File: src/hw/rtl/pva_pkg.sv
// shared widths, codes and types of the voice allocator
`timescale 1ns / 1ps

package pva_pkg;

   localparam int CHANNEL_COUNT_DEF = 64;
   localparam int NOTE_COUNT_DEF    = 120;

   localparam int OP_W    = 2;
   localparam int NOTE_W  = 7;
   localparam int VOL_W   = 8;
   localparam int INSTR_W = 8;
   localparam int CH_W    = 6;

   localparam logic [OP_W-1:0] OP_PRESS       = 2'd0;
   localparam logic [OP_W-1:0] OP_RELEASE     = 2'd1;
   localparam logic [OP_W-1:0] OP_RELEASE_ALL = 2'd2;

   // command broadcast to every channel cell
   typedef struct packed {
      logic              claim;      // top-most free cell (or cell 0 when full) takes note
      logic              free_sel;   // lowest selected busy cell is freed
      logic              match_note; // busy cells only count when their note matches
      logic [NOTE_W-1:0] note;
   } pva_cmd_type;

   // ascending search chain, low channel to high
   typedef struct packed {
      logic found;
      logic found2;
   } pva_chain_type;

endpackage

File: src/hw/rtl/pva_cell.sv
// one channel cell: busy flag, owning note and its links in both search chains
`timescale 1ns / 1ps

module pva_cell (
   input  logic                            clock,
   input  logic                            reset,
   input  pva_pkg::pva_cmd_type            cmd,
   input  pva_pkg::pva_chain_type          up_in,
   output pva_pkg::pva_chain_type          up_out,
   input  logic                            down_in,
   output logic                            down_out,
   input  logic                            force_take,
   output logic                            take_up,
   output logic                            take_down,
   output logic [pva_pkg::NOTE_W-1:0]      note_out
);

   logic                       busy_ff;
   logic                       busy_in;
   logic [pva_pkg::NOTE_W-1:0] note_ff;
   logic [pva_pkg::NOTE_W-1:0] note_in;
   logic                       cand_up;
   logic                       cand_down;
   logic                       claim_here;

   assign cand_up   = busy_ff && (!cmd.match_note || (note_ff == cmd.note));
   assign take_up   = cand_up && !up_in.found;
   assign up_out.found  = up_in.found | cand_up;
   // a second hit further up tells whether more busy cells follow
   assign up_out.found2 = up_in.found2 | (up_in.found & cand_up);

   assign cand_down = !busy_ff;
   assign take_down = cand_down && !down_in;
   assign down_out  = down_in | cand_down;

   assign claim_here = cmd.claim && (take_down || force_take);
   assign note_out   = note_ff;

   always_comb begin
      busy_in = busy_ff;
      note_in = note_ff;
      if (claim_here) begin
         busy_in = 1'b1;
         note_in = cmd.note;
      end else if (cmd.free_sel && take_up) begin
         busy_in = 1'b0;
      end
   end

   always_ff @(posedge clock) begin
      if (reset) begin
         busy_ff <= 1'b0;
      end else begin
         busy_ff <= busy_in;
      end
   end

   always_ff @(posedge clock) begin
      note_ff <= note_in;
   end

endmodule

File: src/hw/rtl/polyphonic_voice_allocator_top.sv
// voice allocator top level: key map, control sequencer and the row of channel cells
`timescale 1ns / 1ps

// Takes key events on start/busy and emits note-on and note-off events on a
// one-cycle rsp_strobe; the receiver cannot stall, so every result must be
// taken in the cycle it is shown. A key press or release is handled in the
// transfer cycle and one pass through the row of channel cells, whose search
// chains find the highest free channel or the lowest channel holding the note.
// The result is shown in the cycle after that pass, while the next transfer
// may already be taken. Release-all gives one note-off per cycle in ascending
// channel order while the key map is cleared one note per cycle; busy stays
// high until both are done. After reset busy stays high while the key map
// is cleared.
// The instrument register may only be written while busy is low.
module polyphonic_voice_allocator_top #(
   parameter int CHANNEL_COUNT = pva_pkg::CHANNEL_COUNT_DEF,
   parameter int NOTE_COUNT    = pva_pkg::NOTE_COUNT_DEF
) (
   input  logic                            clock,
   input  logic                            reset,
   input  logic                            start,
   output logic                            busy,
   input  logic [pva_pkg::OP_W-1:0]        req_operation,
   input  logic [pva_pkg::NOTE_W-1:0]      req_key_note,
   input  logic [pva_pkg::VOL_W-1:0]       req_key_volume,
   output logic                            rsp_strobe,
   output logic [pva_pkg::CH_W-1:0]        rsp_channel,
   output logic [pva_pkg::NOTE_W-1:0]      rsp_note_number,
   output logic                            rsp_is_note_off,
   output logic [pva_pkg::VOL_W-1:0]       rsp_volume,
   output logic [pva_pkg::INSTR_W-1:0]     rsp_instrument,
   output logic                            rsp_last,
   input  logic                            csr_wr_en,
   input  logic [pva_pkg::INSTR_W-1:0]     csr_wr_data
);

   localparam int NOTE_IDX_W = (NOTE_COUNT > 1) ? $clog2(NOTE_COUNT) : 1;

   localparam logic [1:0] ST_IDLE  = 2'd0;
   localparam logic [1:0] ST_EXEC  = 2'd1;
   localparam logic [1:0] ST_DRAIN = 2'd2;

   logic [1:0]                     state_ff;
   logic [1:0]                     state_in;
   logic [pva_pkg::OP_W-1:0]       op_ff;
   logic [pva_pkg::NOTE_W-1:0]     note_ff;
   logic [pva_pkg::VOL_W-1:0]      vol_ff;
   logic [pva_pkg::INSTR_W-1:0]    instrument_ff;

   logic                           held_mem [NOTE_COUNT];
   logic                           held_rd_ff;
   logic                           held_we;
   logic [NOTE_IDX_W-1:0]          held_waddr;
   logic                           held_wdata;
   logic                           clr_busy_ff;
   logic                           clr_busy_in;
   logic [NOTE_IDX_W-1:0]          clr_idx_ff;
   logic [NOTE_IDX_W-1:0]          clr_idx_in;

   logic                           rsp_strobe_ff;
   logic                           rsp_strobe_in;
   logic [pva_pkg::CH_W-1:0]       rsp_channel_ff;
   logic [pva_pkg::CH_W-1:0]       rsp_channel_in;
   logic [pva_pkg::NOTE_W-1:0]     rsp_note_ff;
   logic [pva_pkg::NOTE_W-1:0]     rsp_note_in;
   logic                           rsp_off_ff;
   logic                           rsp_off_in;
   logic [pva_pkg::VOL_W-1:0]      rsp_volume_ff;
   logic [pva_pkg::VOL_W-1:0]      rsp_volume_in;
   logic [pva_pkg::INSTR_W-1:0]    rsp_instr_ff;
   logic [pva_pkg::INSTR_W-1:0]    rsp_instr_in;
   logic                           rsp_last_ff;
   logic                           rsp_last_in;

   logic                           accept;
   logic                           in_range;
   logic                           exec;
   logic                           drain_act;
   logic                           press_act;
   logic                           release_act;
   logic                           none_free;
   pva_pkg::pva_cmd_type           cmd;

   pva_pkg::pva_chain_type         up_chain [CHANNEL_COUNT+1];
   logic [CHANNEL_COUNT:0]         down_found;
   logic [CHANNEL_COUNT-1:0]       take_up;
   logic [CHANNEL_COUNT-1:0]       take_down;
   logic [pva_pkg::NOTE_W-1:0]     cell_note [CHANNEL_COUNT];
   logic [pva_pkg::CH_W-1:0]       up_idx;
   logic [pva_pkg::CH_W-1:0]       down_idx;
   logic [pva_pkg::NOTE_W-1:0]     up_note;

   assign busy   = (state_ff != ST_IDLE) || clr_busy_ff;
   assign accept = start && !busy;
   assign exec   = (state_ff == ST_EXEC);

   assign in_range    = ({1'b0, note_ff} < (pva_pkg::NOTE_W+1)'(NOTE_COUNT));
   assign press_act   = exec && (op_ff == pva_pkg::OP_PRESS) && in_range && !held_rd_ff;
   assign release_act = exec && (op_ff == pva_pkg::OP_RELEASE) && in_range;
   assign drain_act   = (exec && (op_ff == pva_pkg::OP_RELEASE_ALL)) ||
                        (state_ff == ST_DRAIN);

   always_comb begin
      cmd.claim      = press_act;
      cmd.free_sel   = release_act || drain_act;
      cmd.match_note = release_act;
      cmd.note       = note_ff;
   end

   // chain ends
   assign up_chain[0]               = '0;
   assign down_found[CHANNEL_COUNT] = 1'b0;
   assign none_free                 = !down_found[0];

   for (genvar i = 0; i < CHANNEL_COUNT; i++) begin : g_cell
      pva_cell u_cell (
         .clock      (clock),
         .reset      (reset),
         .cmd        (cmd),
         .up_in      (up_chain[i]),
         .up_out     (up_chain[i+1]),
         .down_in    (down_found[i+1]),
         .down_out   (down_found[i]),
         .force_take ((i == 0) ? none_free : 1'b0),
         .take_up    (take_up[i]),
         .take_down  (take_down[i]),
         .note_out   (cell_note[i])
      );
   end

   // one-hot selections to channel number and note
   always_comb begin
      up_idx   = '0;
      down_idx = '0;
      up_note  = '0;
      for (int i = 0; i < CHANNEL_COUNT; i++) begin
         if (take_up[i]) begin
            up_idx  = up_idx | pva_pkg::CH_W'(i);
            up_note = up_note | cell_note[i];
         end
         if (take_down[i]) begin
            down_idx = down_idx | pva_pkg::CH_W'(i);
         end
      end
   end

   always_comb begin
      state_in = state_ff;
      unique case (state_ff)
         ST_IDLE: begin
            if (accept) begin
               state_in = ST_EXEC;
            end
         end
         ST_EXEC: begin
            if (drain_act && up_chain[CHANNEL_COUNT].found2) begin
               state_in = ST_DRAIN;
            end else begin
               state_in = ST_IDLE;
            end
         end
         ST_DRAIN: begin
            if (!up_chain[CHANNEL_COUNT].found2) begin
               state_in = ST_IDLE;
            end
         end
         default: begin
            state_in = ST_IDLE;
         end
      endcase
   end

   // key map clearing pass, one note per cycle, after reset and on release-all
   always_comb begin
      clr_busy_in = clr_busy_ff;
      clr_idx_in  = clr_idx_ff;
      if (clr_busy_ff) begin
         clr_idx_in = clr_idx_ff + 1'b1;
         if (clr_idx_ff == NOTE_IDX_W'(NOTE_COUNT - 1)) begin
            clr_busy_in = 1'b0;
            clr_idx_in  = '0;
         end
      end else if (exec && (op_ff == pva_pkg::OP_RELEASE_ALL)) begin
         clr_busy_in = 1'b1;
         clr_idx_in  = '0;
      end
   end

   always_comb begin
      held_we    = 1'b0;
      held_waddr = note_ff[NOTE_IDX_W-1:0];
      held_wdata = 1'b0;
      if (clr_busy_ff) begin
         held_we    = 1'b1;
         held_waddr = clr_idx_ff;
      end else if (press_act) begin
         held_we    = 1'b1;
         held_wdata = 1'b1;
      end else if (release_act) begin
         held_we    = 1'b1;
      end
   end

   always_comb begin
      rsp_strobe_in  = 1'b0;
      rsp_channel_in = up_idx;
      rsp_note_in    = up_note;
      rsp_off_in     = 1'b1;
      rsp_volume_in  = '0;
      rsp_instr_in   = '0;
      rsp_last_in    = 1'b1;
      if (press_act) begin
         rsp_strobe_in  = 1'b1;
         rsp_channel_in = down_idx;
         rsp_note_in    = note_ff;
         rsp_off_in     = 1'b0;
         rsp_volume_in  = vol_ff;
         rsp_instr_in   = instrument_ff;
      end else if (release_act) begin
         rsp_strobe_in = up_chain[CHANNEL_COUNT].found;
      end else if (drain_act) begin
         rsp_strobe_in = up_chain[CHANNEL_COUNT].found;
         rsp_last_in   = !up_chain[CHANNEL_COUNT].found2;
      end
   end

   always_ff @(posedge clock) begin
      if (reset) begin
         state_ff      <= ST_IDLE;
         clr_busy_ff   <= 1'b1;
         clr_idx_ff    <= '0;
         instrument_ff <= '0;
         rsp_strobe_ff <= 1'b0;
      end else begin
         state_ff      <= state_in;
         clr_busy_ff   <= clr_busy_in;
         clr_idx_ff    <= clr_idx_in;
         rsp_strobe_ff <= rsp_strobe_in;
         if (csr_wr_en) begin
            instrument_ff <= csr_wr_data;
         end
      end
   end

   // the held mark is read at the transfer and used in the following cycle
   always_ff @(posedge clock) begin
      if (held_we) begin
         held_mem[held_waddr] <= held_wdata;
      end
      if (accept) begin
         held_rd_ff <= held_mem[req_key_note[NOTE_IDX_W-1:0]];
      end
   end

   always_ff @(posedge clock) begin
      if (accept) begin
         op_ff   <= req_operation;
         note_ff <= req_key_note;
         vol_ff  <= req_key_volume;
      end
      rsp_channel_ff <= rsp_channel_in;
      rsp_note_ff    <= rsp_note_in;
      rsp_off_ff     <= rsp_off_in;
      rsp_volume_ff  <= rsp_volume_in;
      rsp_instr_ff   <= rsp_instr_in;
      rsp_last_ff    <= rsp_last_in;
   end

   assign rsp_strobe      = rsp_strobe_ff;
   assign rsp_channel     = rsp_channel_ff;
   assign rsp_note_number = rsp_note_ff;
   assign rsp_is_note_off = rsp_off_ff;
   assign rsp_volume      = rsp_volume_ff;
   assign rsp_instrument  = rsp_instr_ff;
   assign rsp_last        = rsp_last_ff;

endmodule
File: config.mk
export PLATFORM = sky130hd
export DESIGN_NAME = polyphonic_voice_allocator_top
export DESIGN_NICKNAME = d
export VERILOG_FILES = /design/src/hw/rtl/pva_pkg.sv /design/src/hw/rtl/pva_cell.sv /design/src/hw/rtl/polyphonic_voice_allocator_top.sv
export SDC_FILE = /design/constraint.sdc
export NUM_CORES = 1
export LEC_CHECK = 0
export ABC_CLOCK_PERIOD_IN_PS = 16100
export CAP_MARGIN = 15
export CORE_MARGIN = 2
export CORE_UTILIZATION = 35
export CTS_BUF_LIST = sky130_fd_sc_hd__clkbuf_16
export CTS_CLUSTER_SIZE = 10
export DETAILED_ROUTE_END_ITERATION = 16
export DONT_BUFFER_PORTS = 1
export GPL_ROUTABILITY_DRIVEN = 0
export HOLD_SLACK_MARGIN = 0.02
export PLACE_DENSITY_LB_ADDON = 0.08
export SLEW_MARGIN = 20
export SYNTH_ARGS = -nofsm -noshare
export SYNTH_HDL_FRONTEND = slang
export SYNTH_SLANG_ARGS = --single-unit
File: constraint.sdc
create_clock -name clock -period 16.1 [get_ports clock]
set_input_delay 0.805 -clock clock [delete_from_list [all_inputs] [get_ports clock]]
set_output_delay 0.805 -clock clock [all_outputs]
set_load 0.05 [all_outputs]
==> out/qor.tcl, run 1 <==
set qor(total_power_divided_by_cell_area_nw_per_um2) 92.6
set qor(synth_seq_area_share) 0.543
set qor(first_global_vias) 27117
set qor(finalWirelength_mm) 144
set qor(grt_antenna_before_repair) 2
set qor(ys_async_sr_fraction) 0
set qor(fp-row-count) 118
set qor(min_tclk_post_route_ns) 7.15
set qor(final.period_utilization) 0.444
set qor(ctsRootBufferMaster) {sky130_fd_sc_hd__clkbuf_16}
set qor(postSynthNetCount) 3232
set qor(final_antenna_net_count) 0
set qor(initial_core_util) 0.353
set qor(crit_path_kind) {flop to flop}
set qor(drt_iter0_drc) 3577
set qor(number_of_enable_type_register_cells_in_the_synthesized_netlist) 586
set qor(dp.cells) 4464
set qor(syn_avg_cell_area_um2) 11.4
set qor(worstPathRequired_ns) 16.70
set qor(hold_viol) 0
set qor(clock.fmax_mhz) 140
set qor(power.static_leakage_uw) 0.0129
set qor(cts_buffers) 85
set qor(number_of_levels_in_the_clock_h_tree) 3
set qor(cts_sinks) 700
set qor(die_h_um) 327
set qor(cts_setup_buffers) 0
set qor(timing.critical_path.arrival_ns) 7.75
set qor(maximum_number_of_buffers_from_clock_root_to_sink) 3
set qor(synthMostInstantiatedCell) {sky130_fd_sc_hd__edfxtp_1}
set qor(route.detailed.wl_per_inst_um) 31.1
set qor(crit_top_cell) {sky130_fd_sc_hd__buf_4}
set qor(timing.critical_path.slowest_cell_delay_ns) 0.97
set qor(detailroute.via_count) 28297
set qor(area.growth.synth_to_final_pct) 10.7
set qor(ios) 62
set qor(gr-total-overflow) 0
set qor(cts_resized) 0
set qor(post_cts_hold_buffer_count) 0
set qor(cts_tree) {yes}
set qor(ys_seq_elements) 700
set qor(worst_hold_path_type) {input port to flop}
set qor(setup_violations) 0
set qor(core_um2) 104000
set qor(netlist_instances) 3202
set qor(max-vdd-ir-drop_mv) 0.0814
set qor(drc) 0
set qor(grt_first_pass_wirelength_mm) 205
set qor(dieArea_um2) 107000
set qor(post-synth-top-area-cell) {sky130_fd_sc_hd__edfxtp_1}
set qor(timing.critical_path.cells) {buf_4, buf_4, xnor2_1, nand4_1, o41ai_1, a2111oi_2, nand4b_1, nor3_1, nor4b_2, a222oi_1, nor3b_1, and3_1, a31oi_1}
set qor(worst-slew-pin-transition_ns) 1.25
set qor(critPathBufInv) 2
set qor(worstSetupStartpointType) {flop}
set qor(crit_path_end_kind) {flop}
set qor(unrepaired_setup_endpoints_after_global_routing) {false}
set qor(critPathTopFamily) {simple AND/OR/NAND/NOR gates}
set qor(totalNegativeSetupSlack_ns) 0
set qor(maxSlewHeadroom) 0.163
set qor(drive_gt1_frac) 0.0934
set qor(yosysUniqueCellTypes) 101
set qor(place_hpwl_mm) 102
set qor(nNetsFinal) 3201
set qor(vias_per_cell) 6.12
set qor(grt_resource_usage_total) 0.262
set qor(synthTopCellsByArea) {sky130_fd_sc_hd__edfxtp_1 (48%), sky130_fd_sc_hd__xnor2_1 (8.9%), sky130_fd_sc_hd__dfxtp_1 (6.2%), sky130_fd_sc_hd__nor2_1 (3.6%), sky130_fd_sc_hd__nand4_1 (2.7%)}
set qor(portBuffers) 0
set qor(path_max_fanout) 52
set qor(ys_dominant_reg_cell) {sky130_fd_sc_hd__edfxtp_1}
set qor(cp_slowest_cell) {sky130_fd_sc_hd__nor4b_2}
set qor(instances_no_fill) 4624
set qor(status) {finished, final reports clean}
set qor(syn_area_um2) 36600
set qor(die_x_um) 327
set qor(worst_clock_skew_ns) 0.0539
set qor(worstSkewPairLatency_ns) 0.70
set qor(timing_max_transition_violations_final) 0
set qor(timing.max_cap.violations) 0
set qor(grt_start_max_net_pins) 121
set qor(yosys_warnings) 0
set qor(synth_largest_type_area_fraction) 0.481
set qor(clk_pin_slew_ns) 0.06
set qor(synthTopCellsByCount) {sky130_fd_sc_hd__edfxtp_1 (586), sky130_fd_sc_hd__xnor2_1 (371), sky130_fd_sc_hd__nor2_1 (353)}
set qor(drt_pre_antenna_iters) 7
## cell families after synthesis
kind of cell | after synthesis | share of synthesized area
DFF | 700 | 0.543
AOI/OAI and AO/OA | 554 | 0.110
muxes | 53 | 0.0279
buffers and inverters | 255 | 0.0390
adders and majority gates | 4 | 0.00116
and+or+nand+nor | 1187 | 0.171
xor gates and xnor gates | 449 | 0.107
## registers in the layout, indices dropped and copies added (netlist names)
signal and count:
rsp_strobe 1, g_cell.u_cell.busy_ff 64, held_rd_ff 1, op_ff 2
instrument_ff 8, rsp_volume 8, rsp_instrument 8, clr_busy_ff 1
note_ff 7, vol_ff 8, clr_idx_ff 7, held_mem 120
state_ff 2, rsp_last 1, rsp_is_note_off 1, g_cell.u_cell.note_out 448
rsp_note_number 7, rsp_channel 6
## worst reg2reg max path, stage by stage, from the launching register on
cell and delay (ns):
sky130_fd_sc_hd__edfxtp_1 0.84, sky130_fd_sc_hd__buf_4 0.60, sky130_fd_sc_hd__buf_4 0.78, sky130_fd_sc_hd__xnor2_1 0.25
sky130_fd_sc_hd__nand4_1 0.12, sky130_fd_sc_hd__o41ai_1 0.13, sky130_fd_sc_hd__a2111oi_2 0.82, sky130_fd_sc_hd__nand4b_1 0.72
sky130_fd_sc_hd__nor3_1 0.87, sky130_fd_sc_hd__nor4b_2 0.97, sky130_fd_sc_hd__a222oi_1 0.35, sky130_fd_sc_hd__nor3b_1 0.23
sky130_fd_sc_hd__and3_1 0.20, sky130_fd_sc_hd__a31oi_1 0.19
## through the flow
step / utilization / area [µm²] / hold WS [ns] / total power (µW) / setup WS [ns]
after floorplan: - / 36600 / 0.420 / 2010 / 10.21
after global placement: 0.365 / 37800 / 0.425 / 2010 / 9.16
after detailed placement: 0.365 / 37900 / 0.430 / 2010 / 9.25
after CTS: 0.390 / 40500 / 0.164 / 3790 / 9.18
after global routing: 0.391 / 40500 / 0.172 / 3860 / 8.94
final: 0.391 / 40500 / 0.212 / 3750 / 8.95
## path summary, 6_finish.rpt
path | start | slack (ns) | cells after the start | end
setup / recovery | note_ff[1] | 8.95 | 13 | rsp_note_number[5]
hold / removal | req_operation[0] | 0.21 | 0 | op_ff[0]
setup reg to reg | note_ff[1] | 8.95 | 13 | rsp_note_number[5]
hold reg to reg | vol_ff[6] | 0.44 | 1 | rsp_volume[6]
## layout make-up
class | count | area [µm²]
Antenna cell | 1 | 2.50
Clock buffer | 86 | 2150
Clock inverter | 73 | 424
Fill cell | 10030 | 63100
Inverter | 58 | 218
Multi-Input combinational cell | 2247 | 15500
Sequential cell | 700 | 19900
Tap cell | 1380 | 1730
Timing Repair Buffer | 79 | 634
## cell usage in the layout, fill, tap and decap left out, drive strengths merged, types with 22 or more instances in the layout
master,n
nand3,113
nor4,61
inv,108
buf,79
nor3,89
a22oi,68
a211oi,33
nand4,164
o2bb2ai,25
nand2,198
a22o,33
a221oi,24
clkbuf,86
a21oi,115
o22ai,23
clkinv,22
dfxtp,114
xor2,78
edfxtp,586
and2,40
nor2,354
and3,26
mux4,39
o21ai,52
xnor2,371
## power breakdown
group | total (µW) | internal [µW] | switching (µW)
Clock | 1780 | 988 | 796
Combinational | 27.4 | 12.6 | 14.8
Sequential | 1940 | 1940 | 2.00
## metal layers
layer  global-route usage  vias up  share of wire
li1                     -    12117              -
met5                    0        -              0
met4                0.106        0          0.045
met1                0.359    14414           0.42
met3               0.0569      300          0.086
met2                0.404     1466           0.45
(Power assumes the default switching activity.)
==> run 2, diff against run 1 <==
--- a/config.mk
+++ b/config.mk
@@ -5,7 +5,7 @@
 export SDC_FILE = /design/constraint.sdc
 export NUM_CORES = 1
 export LEC_CHECK = 0
-export ABC_CLOCK_PERIOD_IN_PS = 16100
+export ABC_CLOCK_PERIOD_IN_PS = 7400
 export CAP_MARGIN = 15
 export CORE_MARGIN = 2
 export CORE_UTILIZATION = 35
==> constraint.sdc (replaced) <==
create_clock -name clock -period 7.4 [get_ports clock]
set_input_delay 0.37 -clock clock [delete_from_list [all_inputs] [get_ports clock]]
set_output_delay 0.37 -clock clock [all_outputs]
set_load 0.05 [all_outputs]
==> out/qor.tcl, run 2 (synthesis gave the netlist of run 1 again) <==
set qor(vias_per_cell) 6.04 ;# -1.3%
set qor(min_tclk_post_route_ns) 6.04 ;# -1.11 ns
set qor(wl_met3_mm) 12.1 ;# -2.0%
set qor(max-vdd-ir-drop_mv) 0.161 ;# +98%
set qor(maxSlewHeadroom) 0.116 ;# -0.0475
set qor(p_comb_frac) 0.011 ;# +0.004
set qor(nNetsFinal) 3236 ;# +1.1%
set qor(power_frac_clock) 0.472 ;# -0.003
set qor(number_of_flip_flops_in_the_largest_register) 448 ;# unchanged
set qor(multiInputGateArea_um2) 15500 ;# about the same
set qor(status) {finished, final reports clean}
set qor(worst_clock_skew_ns) 0.0542 ;# +0.000241 ns
set qor(clk_pin_slew_ns) 0.06 ;# about the same
set qor(p_sw_frac) 0.221 ;# +0.00460
set qor(grt_antenna_before_repair) 1 ;# -1
set qor(route.met2.wl_mm) 62.9 ;# -2.0%
set qor(worstSkewPairLatency_ns) 0.70 ;# about the same
set qor(final_antenna_net_count) 0 ;# unchanged
set qor(timing_max_transition_violations_final) 0 ;# unchanged
set qor(power.static_leakage_uw) 0.0131 ;# +1.4%
set qor(path_max_fanout) 27 ;# -48%
set qor(portBuffers) 0 ;# unchanged
set qor(most_common_cell_after_layout_fill_and_taps_aside) {sky130_fd_sc_hd__edfxtp_1}
set qor(ctsRootBufferMaster) {sky130_fd_sc_hd__clkbuf_16}
set qor(drt_iter0_drc) 3327 ;# -7.0%
set qor(crit_path_end_kind) {flop}
set qor(unrepaired_setup_endpoints_after_global_routing) {false}
set qor(wirelength_met1_mm) 59.9 ;# -1.3%
set qor(share_of_total_power_in_sequential_cells) 0.517 ;# about the same
set qor(net-switching-power_uw) 1810 ;# +120%
set qor(cts_tree) {yes}
set qor(worstSetupStartpointType) {flop}
set qor(dieArea_um2) 107000 ;# unchanged
set qor(register_area_um2) 19900 ;# about the same
set qor(finalHoldWorstSlack_ns) 0.0888 ;# -0.123 ns
set qor(maximum_number_of_buffers_from_clock_root_to_sink) 3 ;# unchanged
set qor(worst_hold_path_type) {input port to flop}
set qor(placed_cell_area_um2) 37900 ;# +0.17%
set qor(cts_resized) 0 ;# unchanged
set qor(die_x_um) 327 ;# unchanged
set qor(totalNegativeSetupSlack_ns) 0 ;# unchanged
set qor(total_power_divided_by_cell_area_nw_per_um2) 200 ;# +120%
set qor(initial_core_util) 0.353 ;# unchanged
set qor(area.growth.synth_to_final_pct) 11.9
set qor(gr-total-overflow) 0 ;# unchanged
set qor(hold_viol) 0 ;# unchanged
set qor(finalWirelength_mm) 142 ;# -1.3%
set qor(cts_buffers) 85 ;# unchanged
set qor(topRoutingLayerUsed) {met5}
set qor(clock.fmax_mhz) 165 ;# +18%
set qor(grt_first_pass_wirelength_mm) 204 ;# -0.54%
set qor(drc) 0 ;# unchanged
set qor(grt_start_max_net_pins) 104 ;# -14%
set qor(cts_setup_buffers) 0 ;# unchanged
set qor(fp-row-count) 118 ;# unchanged
set qor(final_design_area_no_fill_um2) 40900 ;# +1.0%
set qor(worstPathRequired_ns) 7.95 ;# -8.75 ns
set qor(cts_sinks) 700 ;# unchanged
set qor(timing.critical_path.arrival_ns) 6.59 ;# -1.16 ns
set qor(place_hpwl_mm) 101 ;# -1.3%
set qor(number_of_levels_in_the_clock_h_tree) 3 ;# unchanged
set qor(first_global_vias) 27274 ;# +0.58%
set qor(grt_resource_usage_total) 0.260 ;# -0.00197
set qor(ios) 62 ;# unchanged
set qor(drt_pre_antenna_iters) 7 ;# unchanged
set qor(worst-slew-pin-transition_ns) 1.29 ;# +0.0392 ns
set qor(crit_path_kind) {flop to flop}
set qor(final.period_utilization) 0.817 ;# +0.373
set qor(die_h_um) 327 ;# unchanged
set qor(detailroute.via_count) 28134 ;# -0.58%
set qor(p_int_uw) 6360 ;# +120%
set qor(most-common-layout-cells) {sky130_fd_sc_hd__edfxtp_1 (586), sky130_fd_sc_hd__xnor2_1 (371), sky130_fd_sc_hd__nor2_1 (351)}
set qor(timing.max_cap.violations) 0 ;# unchanged
set qor(drive_gt1_frac) 0.0934 ;# about the same
set qor(setup_violations) 0 ;# unchanged
set qor(core_um2) 104000 ;# unchanged
set qor(n_fill_cell) 10030 ;# unchanged
set qor(route.detailed.wl_per_inst_um) 30.5 ;# -2.0%
[run 2: cell count changes in the layout (fill, tap and decap cells not counted), moves of 6 or more]
| cell | delta |
|---|---|
| sky130_fd_sc_hd__buf_12 | +7 |
| sky130_fd_sc_hd__buf_4 | -6 |
| sky130_fd_sc_hd__clkinv_1 | -6 |
| sky130_fd_sc_hd__clkinv_2 | +6 |
| sky130_fd_sc_hd__dlygate4sd3_1 | +34 |
[run 2: per-layer routing]
layer	vias up	GRT usage
li1	12183	-
met1	14220	0.359
met2	1411	0.396
met3	318	0.0552
met4	2	0.113
met5	-	0
[run 2: worst paths after layout]
check / endpoint / from / slack [ns] / cells after the start
min reg2reg: rsp_volume[0] / vol_ff[0] / 0.45 / 1
max reg2reg: state_ff[1] / note_ff[3] / 1.36 / 13
min: g_cell[58].u_cell.busy_ff / reset / 0.09 / 2
max: state_ff[1] / note_ff[3] / 1.36 / 13
[run 2: layout make-up]
type / instances / share of cell area
Timing Repair Buffer: 114 / 0.0265
Inverter: 58 / 0.00532
Clock buffer: 85 / 0.0520
Multi-Input combinational cell: 2247 / 0.378
Tap cell: 1380 / 0.0422
Sequential cell: 700 / 0.486
Clock inverter: 72 / 0.0106
Antenna cell: 1 / 0.0000611
[run 2: repair_timing]
action | CTS | global route
hold buffers | 35 | 0
endpoints found under the setup margin | 0 | 0
hold endpoints to repair | 101 | 0
[run 2: metrics by stage]
stage               setup WS (ns)  instances  power, µW  utilization
finish                       1.36       4657       8170        0.395
global route                0.993       4656       8410        0.395
CTS                          1.45       4656       8250        0.394
detailed placement           1.45       4464       4360        0.366
global placement             1.62       4464       4360        0.366
floorplan                    1.51       3202       4360            -
[run 2: critical path, stage by stage, from the launching register on]
cell and delay, ns:
sky130_fd_sc_hd__edfxtp_1 0.36, sky130_fd_sc_hd__buf_4 0.23, sky130_fd_sc_hd__nand4_1 0.18, sky130_fd_sc_hd__and2_2 0.86, sky130_fd_sc_hd__o22ai_1 0.38, sky130_fd_sc_hd__nor4b_4 0.52, sky130_fd_sc_hd__buf_4 0.41, sky130_fd_sc_hd__nand4b_2 0.47
sky130_fd_sc_hd__nor3b_4 0.79, sky130_fd_sc_hd__nand2_1 0.50, sky130_fd_sc_hd__o21ai_0 0.49, sky130_fd_sc_hd__o2111ai_1 0.20, sky130_fd_sc_hd__o31ai_2 0.41, sky130_fd_sc_hd__nor2_1 0.06
[run 2: power groups by stage]
stage / combinational [µW] / clock [µW] / sequential, µW
finish: 88.6 / 3860 / 4220
global route: 94.2 / 4090 / 4220
CTS: 89.4 / 3940 / 4220
detailed placement: 58.9 / 0 / 4310
global placement: 58.3 / 0 / 4300
floorplan: 58.3 / 0 / 4300
